<file path="config.mk">
export PLATFORM = sky130hd
export DESIGN_NAME = qm_binary_arithmetic_decoder_flat
export DESIGN_NICKNAME = d
export VERILOG_FILES = /design/src/design/qmad_pkg.sv /design/src/design/qmad_if.sv /design/src/design/qm_binary_arithmetic_decoder.sv /design/src/design/qmad_ctrl.sv /design/src/design/qmad_datapath.sv /design/src/flat_wrapper.sv
export VERILOG_INCLUDE_DIRS = /design/src /design/src/design
export SDC_FILE = /design/constraint.sdc
export NUM_CORES = 1
export LEC_CHECK = 0
export ABC_AREA = 0
export BUFFER_PORTS_ARGS = -buffer_cell sky130_fd_sc_hd__buf_2
export CORE_ASPECT_RATIO = 1.2
export CORE_MARGIN = 3
export CORE_UTILIZATION = 36
export DETAILED_ROUTE_END_ITERATION = 8
export PLACE_DENSITY = 0.56
export REMOVE_ABC_BUFFERS = 1
export SYNTH_ARGS = -nofsm -noshare
export SYNTH_HDL_FRONTEND = slang
export SYNTH_SLANG_ARGS = --single-unit
</file>
<file path="constraint.sdc">
create_clock -name clk -period 19.5 [get_ports clk]
set_input_delay 0 -clock clk [delete_from_list [all_inputs] [get_ports clk]]
set_output_delay 0 -clock clk [all_outputs]
set_load 0.02 [all_outputs]
</file>
<file path="src/design/assert_macros.svh">
// Assertion macros for the RTL file that checks itself.
// No dependencies; include by bare file name.
`ifndef ASSERT_MACROS_SVH
`define ASSERT_MACROS_SVH

// Check an implication on every rising clock edge outside reset.
`define QMAD_ASSERT_IMP(label, lhs, rhs, msg) \
    label: assert property (@(posedge clk) disable iff (!rst_n) (lhs) |-> (rhs)) \
        else $error(msg);

// Check an implication in the next cycle.
`define QMAD_ASSERT_NEXT(label, lhs, rhs, msg) \
    label: assert property (@(posedge clk) disable iff (!rst_n) (lhs) |=> (rhs)) \
        else $error(msg);

`endif

</file>
<file path="src/design/qmad_pkg.sv">
// Shared types, codes and probability tables of the QM arithmetic decoder.
// No dependencies.
`default_nettype none

package qmad_pkg;

    localparam int NumStates = 113;

    typedef enum logic [1:0] {
        OP_START  = 2'd0,
        OP_PUSH   = 2'd1,
        OP_DECODE = 2'd2,
        OP_NONE   = 2'd3
    } op_t;

    typedef enum logic [1:0] {
        ST_OK     = 2'd0,
        ST_NEED   = 2'd1,
        ST_FULL   = 2'd2,
        ST_MARKER = 2'd3
    } status_t;

    // Controller to datapath.
    typedef struct packed {
        logic load_item;
        logic exec;
        logic shift;
    } qmad_cmd_t;

    // Datapath to controller.
    typedef struct packed {
        logic exec_shift;
        logic shift_last;
    } qmad_stat_t;

    localparam logic [15:0] QE_TAB [NumStates] = '{
        16'h5A1D, 16'h2586, 16'h1114, 16'h080B, 16'h03D8, 16'h01DA, 16'h00E5, 16'h006F,
        16'h0036, 16'h001A, 16'h000D, 16'h0006, 16'h0003, 16'h0001, 16'h5A7F, 16'h3F25,
        16'h2CF2, 16'h207C, 16'h17B9, 16'h1182, 16'h0CEF, 16'h09A1, 16'h072F, 16'h055C,
        16'h0406, 16'h0303, 16'h0240, 16'h01B1, 16'h0144, 16'h00F5, 16'h00B7, 16'h008A,
        16'h0068, 16'h004E, 16'h003B, 16'h002C, 16'h5AE1, 16'h484C, 16'h3A0D, 16'h2EF1,
        16'h261F, 16'h1F33, 16'h19A8, 16'h1518, 16'h1177, 16'h0E74, 16'h0BFB, 16'h09F8,
        16'h0861, 16'h0706, 16'h05CD, 16'h04DE, 16'h040F, 16'h0363, 16'h02D4, 16'h025C,
        16'h01F8, 16'h01A4, 16'h0160, 16'h0125, 16'h00F6, 16'h00CB, 16'h00AB, 16'h008F,
        16'h5B12, 16'h4D04, 16'h412C, 16'h37D8, 16'h2FE8, 16'h293C, 16'h2379, 16'h1EDF,
        16'h1AA9, 16'h174E, 16'h1424, 16'h119C, 16'h0F6B, 16'h0D51, 16'h0BB6, 16'h0A40,
        16'h5832, 16'h4D1C, 16'h438E, 16'h3BDD, 16'h34EE, 16'h2EAE, 16'h299A, 16'h2516,
        16'h5570, 16'h4CA9, 16'h44D9, 16'h3E22, 16'h3824, 16'h32B4, 16'h2E17, 16'h56A8,
        16'h4F46, 16'h47E5, 16'h41CF, 16'h3C3D, 16'h375E, 16'h5231, 16'h4C0F, 16'h4639,
        16'h415E, 16'h5627, 16'h50E7, 16'h4B85, 16'h5597, 16'h504F, 16'h5A10, 16'h5522,
        16'h59EB};

    localparam logic [6:0] NLPS_TAB [NumStates] = '{
        7'd1,   7'd14,  7'd16,  7'd18,  7'd20,  7'd23,  7'd25,  7'd28,  7'd30,  7'd33,
        7'd35,  7'd9,   7'd10,  7'd12,  7'd15,  7'd36,  7'd38,  7'd39,  7'd40,  7'd42,
        7'd43,  7'd45,  7'd46,  7'd48,  7'd49,  7'd51,  7'd52,  7'd54,  7'd56,  7'd57,
        7'd59,  7'd60,  7'd62,  7'd63,  7'd32,  7'd33,  7'd37,  7'd64,  7'd65,  7'd67,
        7'd68,  7'd69,  7'd70,  7'd72,  7'd73,  7'd74,  7'd75,  7'd77,  7'd78,  7'd79,
        7'd48,  7'd50,  7'd50,  7'd51,  7'd52,  7'd53,  7'd54,  7'd55,  7'd56,  7'd57,
        7'd58,  7'd59,  7'd61,  7'd61,  7'd65,  7'd80,  7'd81,  7'd82,  7'd83,  7'd84,
        7'd86,  7'd87,  7'd87,  7'd72,  7'd72,  7'd74,  7'd74,  7'd75,  7'd77,  7'd77,
        7'd80,  7'd88,  7'd89,  7'd90,  7'd91,  7'd92,  7'd93,  7'd86,  7'd88,  7'd95,
        7'd96,  7'd97,  7'd99,  7'd99,  7'd93,  7'd95,  7'd101, 7'd102, 7'd103, 7'd104,
        7'd99,  7'd105, 7'd106, 7'd107, 7'd103, 7'd105, 7'd108, 7'd109, 7'd110, 7'd111,
        7'd110, 7'd112, 7'd112};

    localparam logic [6:0] NMPS_TAB [NumStates] = '{
        7'd1,   7'd2,   7'd3,   7'd4,   7'd5,   7'd6,   7'd7,   7'd8,   7'd9,   7'd10,
        7'd11,  7'd12,  7'd13,  7'd13,  7'd15,  7'd16,  7'd17,  7'd18,  7'd19,  7'd20,
        7'd21,  7'd22,  7'd23,  7'd24,  7'd25,  7'd26,  7'd27,  7'd28,  7'd29,  7'd30,
        7'd31,  7'd32,  7'd33,  7'd34,  7'd35,  7'd9,   7'd37,  7'd38,  7'd39,  7'd40,
        7'd41,  7'd42,  7'd43,  7'd44,  7'd45,  7'd46,  7'd47,  7'd48,  7'd49,  7'd50,
        7'd51,  7'd52,  7'd53,  7'd54,  7'd55,  7'd56,  7'd57,  7'd58,  7'd59,  7'd60,
        7'd61,  7'd62,  7'd63,  7'd32,  7'd65,  7'd66,  7'd67,  7'd68,  7'd69,  7'd70,
        7'd71,  7'd72,  7'd73,  7'd74,  7'd75,  7'd76,  7'd77,  7'd78,  7'd79,  7'd48,
        7'd81,  7'd82,  7'd83,  7'd84,  7'd85,  7'd86,  7'd87,  7'd71,  7'd89,  7'd90,
        7'd91,  7'd92,  7'd93,  7'd94,  7'd86,  7'd96,  7'd97,  7'd98,  7'd99,  7'd100,
        7'd93,  7'd102, 7'd103, 7'd104, 7'd99,  7'd106, 7'd107, 7'd103, 7'd109, 7'd107,
        7'd111, 7'd109, 7'd111};

    // States whose LPS path exchanges the sense of the MPS.
    localparam logic [NumStates-1:0] SWITCH_MASK =
        (NumStates'(1) << 0)   | (NumStates'(1) << 14)  | (NumStates'(1) << 36)  |
        (NumStates'(1) << 64)  | (NumStates'(1) << 80)  | (NumStates'(1) << 88)  |
        (NumStates'(1) << 95)  | (NumStates'(1) << 105) | (NumStates'(1) << 110) |
        (NumStates'(1) << 112);

    // Count leading zeros of a 16-bit interval, capped at 16.
    function automatic logic [4:0] lead_zeros(input logic [15:0] v);
        logic [4:0] n;
        logic       found;
        n     = 5'd0;
        found = 1'b0;
        for (int i = 15; i >= 0; i--)
        begin
            if (!found && !v[i])
                n = n + 5'd1;
            else
                found = 1'b1;
        end
        return n;
    endfunction

endpackage

`default_nettype wire

</file>
<file path="src/design/qmad_if.sv">
// Valid/ready channel interfaces for the decoder's command and result streams.
// No dependencies.
`default_nettype none

interface qmad_in_if;
    logic       valid;
    logic       ready;
    logic [1:0] operation;
    logic [7:0] byte_value;

    modport source (output valid, output operation, output byte_value, input ready);
    modport sink   (input valid, input operation, input byte_value, output ready);
endinterface

interface qmad_out_if;
    logic       valid;
    logic       ready;
    logic [1:0] status;
    logic       bit_valid;
    logic       decoded_bit;
    logic [7:0] marker_code;

    modport source (output valid, output status, output bit_valid, output decoded_bit,
                    output marker_code, input ready);
    modport sink   (input valid, input status, input bit_valid, input decoded_bit,
                    input marker_code, output ready);
endinterface

`default_nettype wire

</file>
<file path="src/design/qm_binary_arithmetic_decoder.sv">
// Single-context QM binary arithmetic decoder (top level).
// One command in, one result out per command; one command in flight at a time.
// Input channel in_ch: operation (start, push byte, decode) and byte_value.
// Output channel out_ch: status, bit_valid, decoded_bit, marker_code.
// A start or push command goes from acceptance through the execute state to its result;
// a decode also passes the renormalize state when its shift count n (0..16) is nonzero,
// as the shifter moves one bit per cycle. The next command is taken in the cycle after
// the result transfers.
// Reset clears the probability state, sets the interval to 0x10000, empties
// the bit buffer and clears the marker flags; a start command does the same.
// While the receiver stalls, the result is held and in_ch.ready stays low.
// BUFFER_BITS sets the depth of the bit buffer (32 to 64).
// Depends on qmad_pkg, qmad_if, qmad_ctrl, qmad_datapath and assert_macros.svh.
`default_nettype none
`include "assert_macros.svh"

module qm_binary_arithmetic_decoder
    import qmad_pkg::*;
#(
    parameter int BUFFER_BITS = 32
)
(
    input  wire logic clk,
    input  wire logic rst_n,
    qmad_in_if.sink   in_ch,
    qmad_out_if.source out_ch
);

    qmad_cmd_t  cmd;
    qmad_stat_t stat;

    // Sequence each command through execute and renormalize.
    qmad_ctrl u_ctrl (
        .clk       (clk),
        .rst_n     (rst_n),
        .in_valid  (in_ch.valid),
        .in_ready  (in_ch.ready),
        .out_valid (out_ch.valid),
        .out_ready (out_ch.ready),
        .stat      (stat),
        .cmd       (cmd)
    );

    // Hold the decoder state and compute the result.
    qmad_datapath #(
        .BUFFER_BITS (BUFFER_BITS)
    ) u_dp (
        .clk         (clk),
        .rst_n       (rst_n),
        .cmd         (cmd),
        .operation   (in_ch.operation),
        .byte_value  (in_ch.byte_value),
        .stat        (stat),
        .status      (out_ch.status),
        .bit_valid   (out_ch.bit_valid),
        .decoded_bit (out_ch.decoded_bit),
        .marker_code (out_ch.marker_code)
    );

    `QMAD_ASSERT_IMP(a_one_in_flight, out_ch.valid, !in_ch.ready, "input taken while result pending")
    `QMAD_ASSERT_IMP(a_bit_ok, out_ch.valid && out_ch.bit_valid, out_ch.status == ST_OK, "bit with bad status")
    `QMAD_ASSERT_IMP(a_code_marker, out_ch.valid && out_ch.marker_code != 8'd0, out_ch.status == ST_MARKER, "marker code without marker")
    `QMAD_ASSERT_NEXT(a_accept_busy, in_ch.valid && in_ch.ready, !in_ch.ready && !out_ch.valid, "accept did not start work")

endmodule

`default_nettype wire

</file>
<file path="src/design/qmad_ctrl.sv">
// Sequencer of the QM decoder: accept, execute, renormalize, deliver.
// Depends on qmad_pkg.
`default_nettype none

module qmad_ctrl
    import qmad_pkg::*;
(
    input  wire logic       clk,
    input  wire logic       rst_n,
    input  wire logic       in_valid,
    output logic            in_ready,
    output logic            out_valid,
    input  wire logic       out_ready,
    input  wire qmad_stat_t stat,
    output qmad_cmd_t       cmd
);

    typedef enum logic [1:0] {
        S_IDLE,
        S_EXEC,
        S_SHIFT,
        S_DONE
    } state_t;

    state_t state_reg, state_next;
    logic   in_ready_reg, in_ready_next;
    logic   out_valid_reg, out_valid_next;

    always_comb
    begin
        state_next = state_reg;
        unique case (state_reg)
            S_IDLE:  if (in_valid) state_next = S_EXEC;
            S_EXEC:  state_next = stat.exec_shift ? S_SHIFT : S_DONE;
            S_SHIFT: if (stat.shift_last) state_next = S_DONE;
            S_DONE:  if (out_ready) state_next = S_IDLE;
            default: state_next = S_IDLE;
        endcase
        in_ready_next  = (state_next == S_IDLE);
        out_valid_next = (state_next == S_DONE);
    end

    always_ff @(posedge clk or negedge rst_n)
    begin
        if (!rst_n)
        begin
            state_reg     <= S_IDLE;
            in_ready_reg  <= 1'b1;
            out_valid_reg <= 1'b0;
        end
        else
        begin
            state_reg     <= state_next;
            in_ready_reg  <= in_ready_next;
            out_valid_reg <= out_valid_next;
        end
    end

    assign in_ready      = in_ready_reg;
    assign out_valid     = out_valid_reg;
    assign cmd.load_item = in_ready_reg && in_valid;
    assign cmd.exec      = (state_reg == S_EXEC);
    assign cmd.shift     = (state_reg == S_SHIFT);

endmodule

`default_nettype wire

</file>
<file path="src/design/qmad_datapath.sv">
// Datapath of the QM decoder: byte unstuffing, bit buffer, interval and code
// registers, probability state and the one-bit-a-cycle renormalizer. Uses qmad_pkg.
`default_nettype none

module qmad_datapath
    import qmad_pkg::*;
#(
    parameter int BUFFER_BITS = 32
)
(
    input  wire logic       clk,
    input  wire logic       rst_n,
    input  wire qmad_cmd_t  cmd,
    input  wire logic [1:0] operation,
    input  wire logic [7:0] byte_value,
    output qmad_stat_t      stat,
    output logic [1:0]      status,
    output logic            bit_valid,
    output logic            decoded_bit,
    output logic [7:0]      marker_code
);

    localparam int CW = $clog2(BUFFER_BITS + 1);
    localparam int IW = $clog2(BUFFER_BITS);

    logic [1:0]             op_reg;
    logic [7:0]             byte_reg;
    logic [6:0]             idx_reg;
    logic                   mps_reg;
    logic [16:0]            a_reg;
    logic [15:0]            c_reg;
    logic [BUFFER_BITS-1:0] buf_reg;
    logic [CW-1:0]          cnt_reg;
    logic                   ffp_reg, mks_reg, loaded_reg;
    logic [4:0]             sh_reg;
    logic [1:0]             st_reg;
    logic                   bv_reg, bit_reg;
    logic [7:0]             mc_reg;

    // Decode evaluation.
    logic [6:0]   idx_e;
    logic [15:0]  qe;
    logic [16:0]  a_sub, a_new;
    logic [15:0]  c0, c_new, peek16;
    logic         d, mps_new, renorm, fail;
    logic [6:0]   idx_new;
    logic [4:0]   n;
    logic [5:0]   need;
    logic         lps;
    logic         room;
    logic         peek1;
    logic [IW-1:0] top_pos;
    logic [CW-1:0] cnt_dec;

    always_comb
    begin
        idx_e = (idx_reg < 7'(NumStates)) ? idx_reg : 7'd0;
        qe    = QE_TAB[idx_e];
        if (cnt_reg >= CW'(16))
            peek16 = 16'(buf_reg >> (cnt_reg - CW'(16)));
        else
            peek16 = 16'(buf_reg << (CW'(16) - cnt_reg));
        c0     = loaded_reg ? c_reg : peek16;
        a_sub  = a_reg - {1'b0, qe};
        c_new  = c0;
        renorm = 1'b1;
        if ({1'b0, c0} < a_sub)
        begin
            a_new = a_sub;
            lps   = a_sub < {1'b0, qe};
            if (a_sub >= 17'h08000)
                renorm = 1'b0;
        end
        else
        begin
            c_new = 16'({1'b0, c0} - a_sub);
            a_new = {1'b0, qe};
            lps   = !(a_sub < {1'b0, qe});
        end
        if (!renorm)
        begin
            d       = mps_reg;
            mps_new = mps_reg;
            idx_new = idx_reg;
        end
        else if (lps)
        begin
            d       = !mps_reg;
            mps_new = mps_reg ^ SWITCH_MASK[idx_e];
            idx_new = NLPS_TAB[idx_e];
        end
        else
        begin
            d       = mps_reg;
            mps_new = mps_reg;
            idx_new = NMPS_TAB[idx_e];
        end
        n    = renorm ? lead_zeros(a_new[15:0]) : 5'd0;
        need = {1'b0, n} + (loaded_reg ? 6'd0 : 6'd16);
        fail = !mks_reg && ({1'b0, cnt_reg} < (CW + 1)'(need));
        room = ({1'b0, cnt_reg} + (CW + 1)'(8)) <= (CW + 1)'(BUFFER_BITS);

        cnt_dec = cnt_reg - CW'(1);
        top_pos = cnt_dec[IW-1:0];
        peek1   = (cnt_reg != '0) ? buf_reg[top_pos] : 1'b0;
    end

    assign stat.exec_shift = (op_t'(op_reg) == OP_DECODE) && !fail && (n != 5'd0);
    assign stat.shift_last = (sh_reg == 5'd1);

    always_ff @(posedge clk or negedge rst_n)
    begin
        if (!rst_n)
        begin
            idx_reg    <= 7'd0;
            mps_reg    <= 1'b0;
            a_reg      <= 17'h10000;
            c_reg      <= 16'd0;
            buf_reg    <= '0;
            cnt_reg    <= '0;
            ffp_reg    <= 1'b0;
            mks_reg    <= 1'b0;
            loaded_reg <= 1'b0;
            sh_reg     <= 5'd0;
        end
        else if (cmd.exec)
        begin
            unique case (op_t'(op_reg))
                OP_START:
                begin
                    idx_reg    <= 7'd0;
                    mps_reg    <= 1'b0;
                    a_reg      <= 17'h10000;
                    c_reg      <= 16'd0;
                    buf_reg    <= '0;
                    cnt_reg    <= '0;
                    ffp_reg    <= 1'b0;
                    mks_reg    <= 1'b0;
                    loaded_reg <= 1'b0;
                end
                OP_PUSH:
                begin
                    if (!mks_reg)
                    begin
                        if (ffp_reg)
                        begin
                            if (byte_reg == 8'h00)
                            begin
                                buf_reg <= BUFFER_BITS'({buf_reg, 8'hFF});
                                cnt_reg <= cnt_reg + CW'(8);
                                ffp_reg <= 1'b0;
                            end
                            else if (byte_reg != 8'hFF)
                            begin
                                ffp_reg <= 1'b0;
                                mks_reg <= 1'b1;
                            end
                        end
                        else if (room)
                        begin
                            if (byte_reg == 8'hFF)
                                ffp_reg <= 1'b1;
                            else
                            begin
                                buf_reg <= BUFFER_BITS'({buf_reg, byte_reg});
                                cnt_reg <= cnt_reg + CW'(8);
                            end
                        end
                    end
                end
                OP_DECODE:
                begin
                    if (!fail)
                    begin
                        idx_reg <= idx_new;
                        mps_reg <= mps_new;
                        a_reg   <= a_new;
                        c_reg   <= c_new;
                        sh_reg  <= n;
                        if (!loaded_reg)
                        begin
                            loaded_reg <= 1'b1;
                            cnt_reg    <= (cnt_reg >= CW'(16)) ? cnt_reg - CW'(16) : '0;
                        end
                    end
                end
                default: ;
            endcase
        end
        else if (cmd.shift)
        begin
            // Shift one bit into the code register; zeros once the buffer is dry.
            a_reg  <= {a_reg[15:0], 1'b0};
            c_reg  <= {c_reg[14:0], peek1};
            sh_reg <= sh_reg - 5'd1;
            if (cnt_reg != '0)
                cnt_reg <= cnt_dec;
        end
    end

    // Item and result holding registers.
    always_ff @(posedge clk)
    begin
        if (cmd.load_item)
        begin
            op_reg   <= operation;
            byte_reg <= byte_value;
        end
        if (cmd.exec)
        begin
            st_reg  <= ST_OK;
            bv_reg  <= 1'b0;
            bit_reg <= 1'b0;
            mc_reg  <= 8'd0;
            case (op_t'(op_reg))
                OP_PUSH:
                begin
                    if (mks_reg)
                        st_reg <= ST_MARKER;
                    else if (ffp_reg)
                    begin
                        if (byte_reg != 8'h00 && byte_reg != 8'hFF)
                        begin
                            st_reg <= ST_MARKER;
                            mc_reg <= byte_reg;
                        end
                    end
                    else if (!room)
                        st_reg <= ST_FULL;
                end
                OP_DECODE:
                begin
                    if (fail)
                        st_reg <= ST_NEED;
                    else
                    begin
                        bv_reg  <= 1'b1;
                        bit_reg <= d;
                    end
                end
                default: ;
            endcase
        end
    end

    assign status      = st_reg;
    assign bit_valid   = bv_reg;
    assign decoded_bit = bit_reg;
    assign marker_code = mc_reg;

endmodule

`default_nettype wire
</file>
<file path="src/flat_wrapper.sv">
// flat-port wrapper written by rule: the top's interface ports become plain ports
module qm_binary_arithmetic_decoder_flat import qmad_pkg::*;
#(
    parameter int BUFFER_BITS = 32
)
  (clk, rst_n, in_ch_valid, in_ch_operation, in_ch_byte_value, in_ch_ready, out_ch_valid, out_ch_status, out_ch_bit_valid, out_ch_decoded_bit, out_ch_marker_code, out_ch_ready);
  qmad_in_if in_ch_i ();
  qmad_out_if out_ch_i ();
  input  wire logic clk;
  input  wire logic rst_n;
  input wire logic [$bits(in_ch_i.valid)-1:0] in_ch_valid;
  input wire logic [$bits(in_ch_i.operation)-1:0] in_ch_operation;
  input wire logic [$bits(in_ch_i.byte_value)-1:0] in_ch_byte_value;
  output wire logic [$bits(in_ch_i.ready)-1:0] in_ch_ready;
  output wire logic [$bits(out_ch_i.valid)-1:0] out_ch_valid;
  output wire logic [$bits(out_ch_i.status)-1:0] out_ch_status;
  output wire logic [$bits(out_ch_i.bit_valid)-1:0] out_ch_bit_valid;
  output wire logic [$bits(out_ch_i.decoded_bit)-1:0] out_ch_decoded_bit;
  output wire logic [$bits(out_ch_i.marker_code)-1:0] out_ch_marker_code;
  input wire logic [$bits(out_ch_i.ready)-1:0] out_ch_ready;
  assign in_ch_i.valid = in_ch_valid;
  assign in_ch_i.operation = in_ch_operation;
  assign in_ch_i.byte_value = in_ch_byte_value;
  assign in_ch_ready = in_ch_i.ready;
  assign out_ch_valid = out_ch_i.valid;
  assign out_ch_status = out_ch_i.status;
  assign out_ch_bit_valid = out_ch_i.bit_valid;
  assign out_ch_decoded_bit = out_ch_i.decoded_bit;
  assign out_ch_marker_code = out_ch_i.marker_code;
  assign out_ch_i.ready = out_ch_ready;
  qm_binary_arithmetic_decoder #(.BUFFER_BITS(BUFFER_BITS)) u_core (.clk(clk), .rst_n(rst_n), .in_ch(in_ch_i), .out_ch(out_ch_i));
endmodule
</file>
==> results by group <==
Status
  • Status: complete, no violations

STA
  • Final slew viol count: 0
  • Skew final: 0.0118 ns
  • Crit path setup slack, layout: 1.63 ns
  • Slew HR: 0.260
  • Post-route clock period utilization: 0.916
  • Unrepaired setup endpoints after global routing: no
  • Setup TNS Final: 0 ns
  • Setup-failing EPs final: 0
  • Achievable Freq: 56.0 MHz
  • Measured slew at the worst slew-check pin: 1.10 ns
  • Fin. Hold Viols: 0
  • Final min period: 17.87 ns

Routing
  • Drt total wl: 69400 um
  • Wirelength per Cell: 24.8 um
  • Antenna viol nets, final: 0
  • Starting DRT DRC Count: 1889
  • Via Count: 18203
  • DR vias/cell: 6.51
  • Residual DRC: 0
  • DRT Pass-1 Iters: 8

Clock tree
  • Clock transition at path regs: 0.07 ns
  • Clk sinks: 113
  • Clock latency on the worst-skew pair: 0.45 ns
  • Maximum root-to-sink buffer count: 2
  • Post-cts sizing count: 0
  • H-Tree Depth: 4
  • Root buffer cell: clkbuf_16
  • CTS buffer count: 17
  • Post-CTS setup buffer count: 0
  • CTS tree: done

Setup path
  • Crit-path slowest cell: o22ai_4
  • Critical path class: reg2reg
  • Critical path endpoint category: flop
  • Slowest stage delay, CP: 0.76 ns
  • CP most frequent cell: ha_1
  • Startpoint Class: flop
  • CP required: 19.86 ns
  • CP Max Fanout: 35
  • Crit path arrival time: 18.23 ns

Global route
  • Largest net degree at the start of global routing: 115
  • Vias in the first global route: 17555
  • Antenna violations before repair: 1
  • Tot GR Track Use: 0.287
  • Gr ovfl total: 0
  • First-pass GRT wire length: 106000 um

Synth
  • Post-Synthesis Cells: 2247
  • Sequential fraction of the synthesis area: 0.181
  • Cell taking the most area after synthesis: dfrtp_1
  • Number of distinct library cells after synthesis: 107
  • Area of the mapped netlist: 16300 um2
  • Number of synthesized flops with an enable pin: 22
  • #FFs+latches synth: 113
  • Synth warnings: 0
  • Top cells by area, synth: dfrtp_1 (14%), ha_1 (7.4%), nand2_1 (6.8%)
  • Post-synthesis async set-or-reset flop share: 0.805
  • Yosys top cell area share: 0.137
  • Most used DFF post-synth: dfrtp_1
  • Avg Synthesized Cell Area: 7.24 um2

Cells and area
  • Post-route design area: 17600 um2
  • Commonest non-fill, non-tap cell in the layout: nand2_1
  • Antenna diodes: 0
  • Most frequent cells in the layout: nand2_1 (293), o21ai_0 (213), a21oi_1 (209), nor2_1 (185), ha_1 (95)
  • Max reg flops: 32
  • Layout net count: 2294
  • Fraction of layout cells with a size suffix above 1: 0.0975
  • Layout Cells excl Fill: 2797
  • Area growth, synth to finish: 7.90%

Die
  • Rows: 84
  • Core area: 44200 um2
  • I/O pins: 28
  • Chip Height: 239 um
  • Initial Utilization: 0.368
  • Die Wd: 200 um
  • DIE AREA: 47800 um2

Place
  • Placed instance area: 16800 um2
  • Port buffer count: 27
  • Cell Count Post-Placement: 2753
  • Post-DP HPWL: 49700 um
  • Final Wtd Congestion: 1.03
  • Pre-CTS setup slack: 2.17 ns

Run
  • Max-cap viol count: 0

Hold path
  • Hold crit path type: in2async
## stage by stage
step | utilization | hold WS [ns]
floorplan | - | -0.296
global placement | 0.381 | -0.0627
detailed placement | 0.381 | -0.0526
CTS | 0.397 | 0.0985
global route | 0.397 | 0.149
finish | 0.397 | 0.137
## synth_stat cells (15+ instances only)
cell / n
a211oi_1: 44
a21o_1: 19
a21oi_1: 209
a22oi_1: 35
a31oi_1: 45
and2_1: 34
buf_1: 21
buf_2: 34
clkbuf_1: 108
dfrtp_1: 89
edfxtp_1: 22
ha_1: 96
inv_1: 80
mux2_2: 21
mux2i_1: 51
mux4_2: 18
nand2_1: 293
nand2b_1: 35
nand3_1: 49
nand4_1: 15
nor2_1: 185
nor2b_1: 38
nor3_1: 44
o211ai_1: 35
o21a_1: 24
o21ai_0: 213
o22ai_1: 21
o31ai_1: 16
xnor2_1: 37
xor2_1: 15
## layer usage
layer / track usage / wire length [um] / vias to the layer above
met5: 0 / 16 / -
met4: 0.173 / 4720 / 2
met3: 0.0596 / 5680 / 268
met2: 0.466 / 32300 / 1004
met1: 0.347 / 26700 / 8701
li1: - / - / 8228
## layout make-up
type	count	area (um2)
inverters	89	334
clock buffers	18	450
fillers	4645	26700
repair buffers	89	646
flip-flops and latches	113	2940
clock inverters	14	139
well taps	602	753
multi-input cells	1872	12300
## cell families (layout without fill, tap and decap cells)
family | after synthesis | in the layout | share of synthesized area
xor+xnor | 59 | 59 | 0.0373
mux | 91 | 91 | 0.0717
buf+inv | 262 | 210 | 0.0665
flops | 113 | 113 | 0.181
compound gates | 845 | 845 | 0.341
simple gates | 775 | 775 | 0.224
fa+ha+maj | 102 | 102 | 0.0789
## worst max-delay path: cells and delay by family, from the launching register on
kind | cells | cell delay (ns)
simple gates | 21 | 2.87
mux | 4 | 0.84
buf+inv | 7 | 1.48
flops | 1 | 0.36
xor+xnor | 2 | 0.91
fa+ha+maj | 14 | 4.44
compound gates | 26 | 6.80
## what timing repair did
action,CTS,global route
endpoints found under the hold margin,36,0
hold buffers,12,0
endpoints found under the setup margin,0,0
## worst paths after layout
| check | start | endpoint | slack (ns) | depth (start not counted) |
|---|---|---|---|---|
| min | rst_n | u_core.u_dp.sh_reg[0] | 0.14 | 2 |
| max reg2reg | u_core.u_dp.idx_reg[5] | u_core.u_dp.a_reg[7] | 1.63 | 74 |
| min reg2reg | u_core.u_dp.a_reg[16] | u_core.u_dp.a_reg[16] | 0.52 | 2 |
| min in group clk | out_ch_ready | u_core.u_ctrl.in_ready | 0.21 | 5 |
| max in group asynchronous | rst_n | u_core.u_dp.a_reg[14] | 18.08 | 3 |
| max | u_core.u_dp.idx_reg[5] | u_core.u_dp.a_reg[7] | 1.63 | 74 |
Power is not shown: default switching activity piles up to over one toggle a cycle in this logic, so the estimate is an artifact.
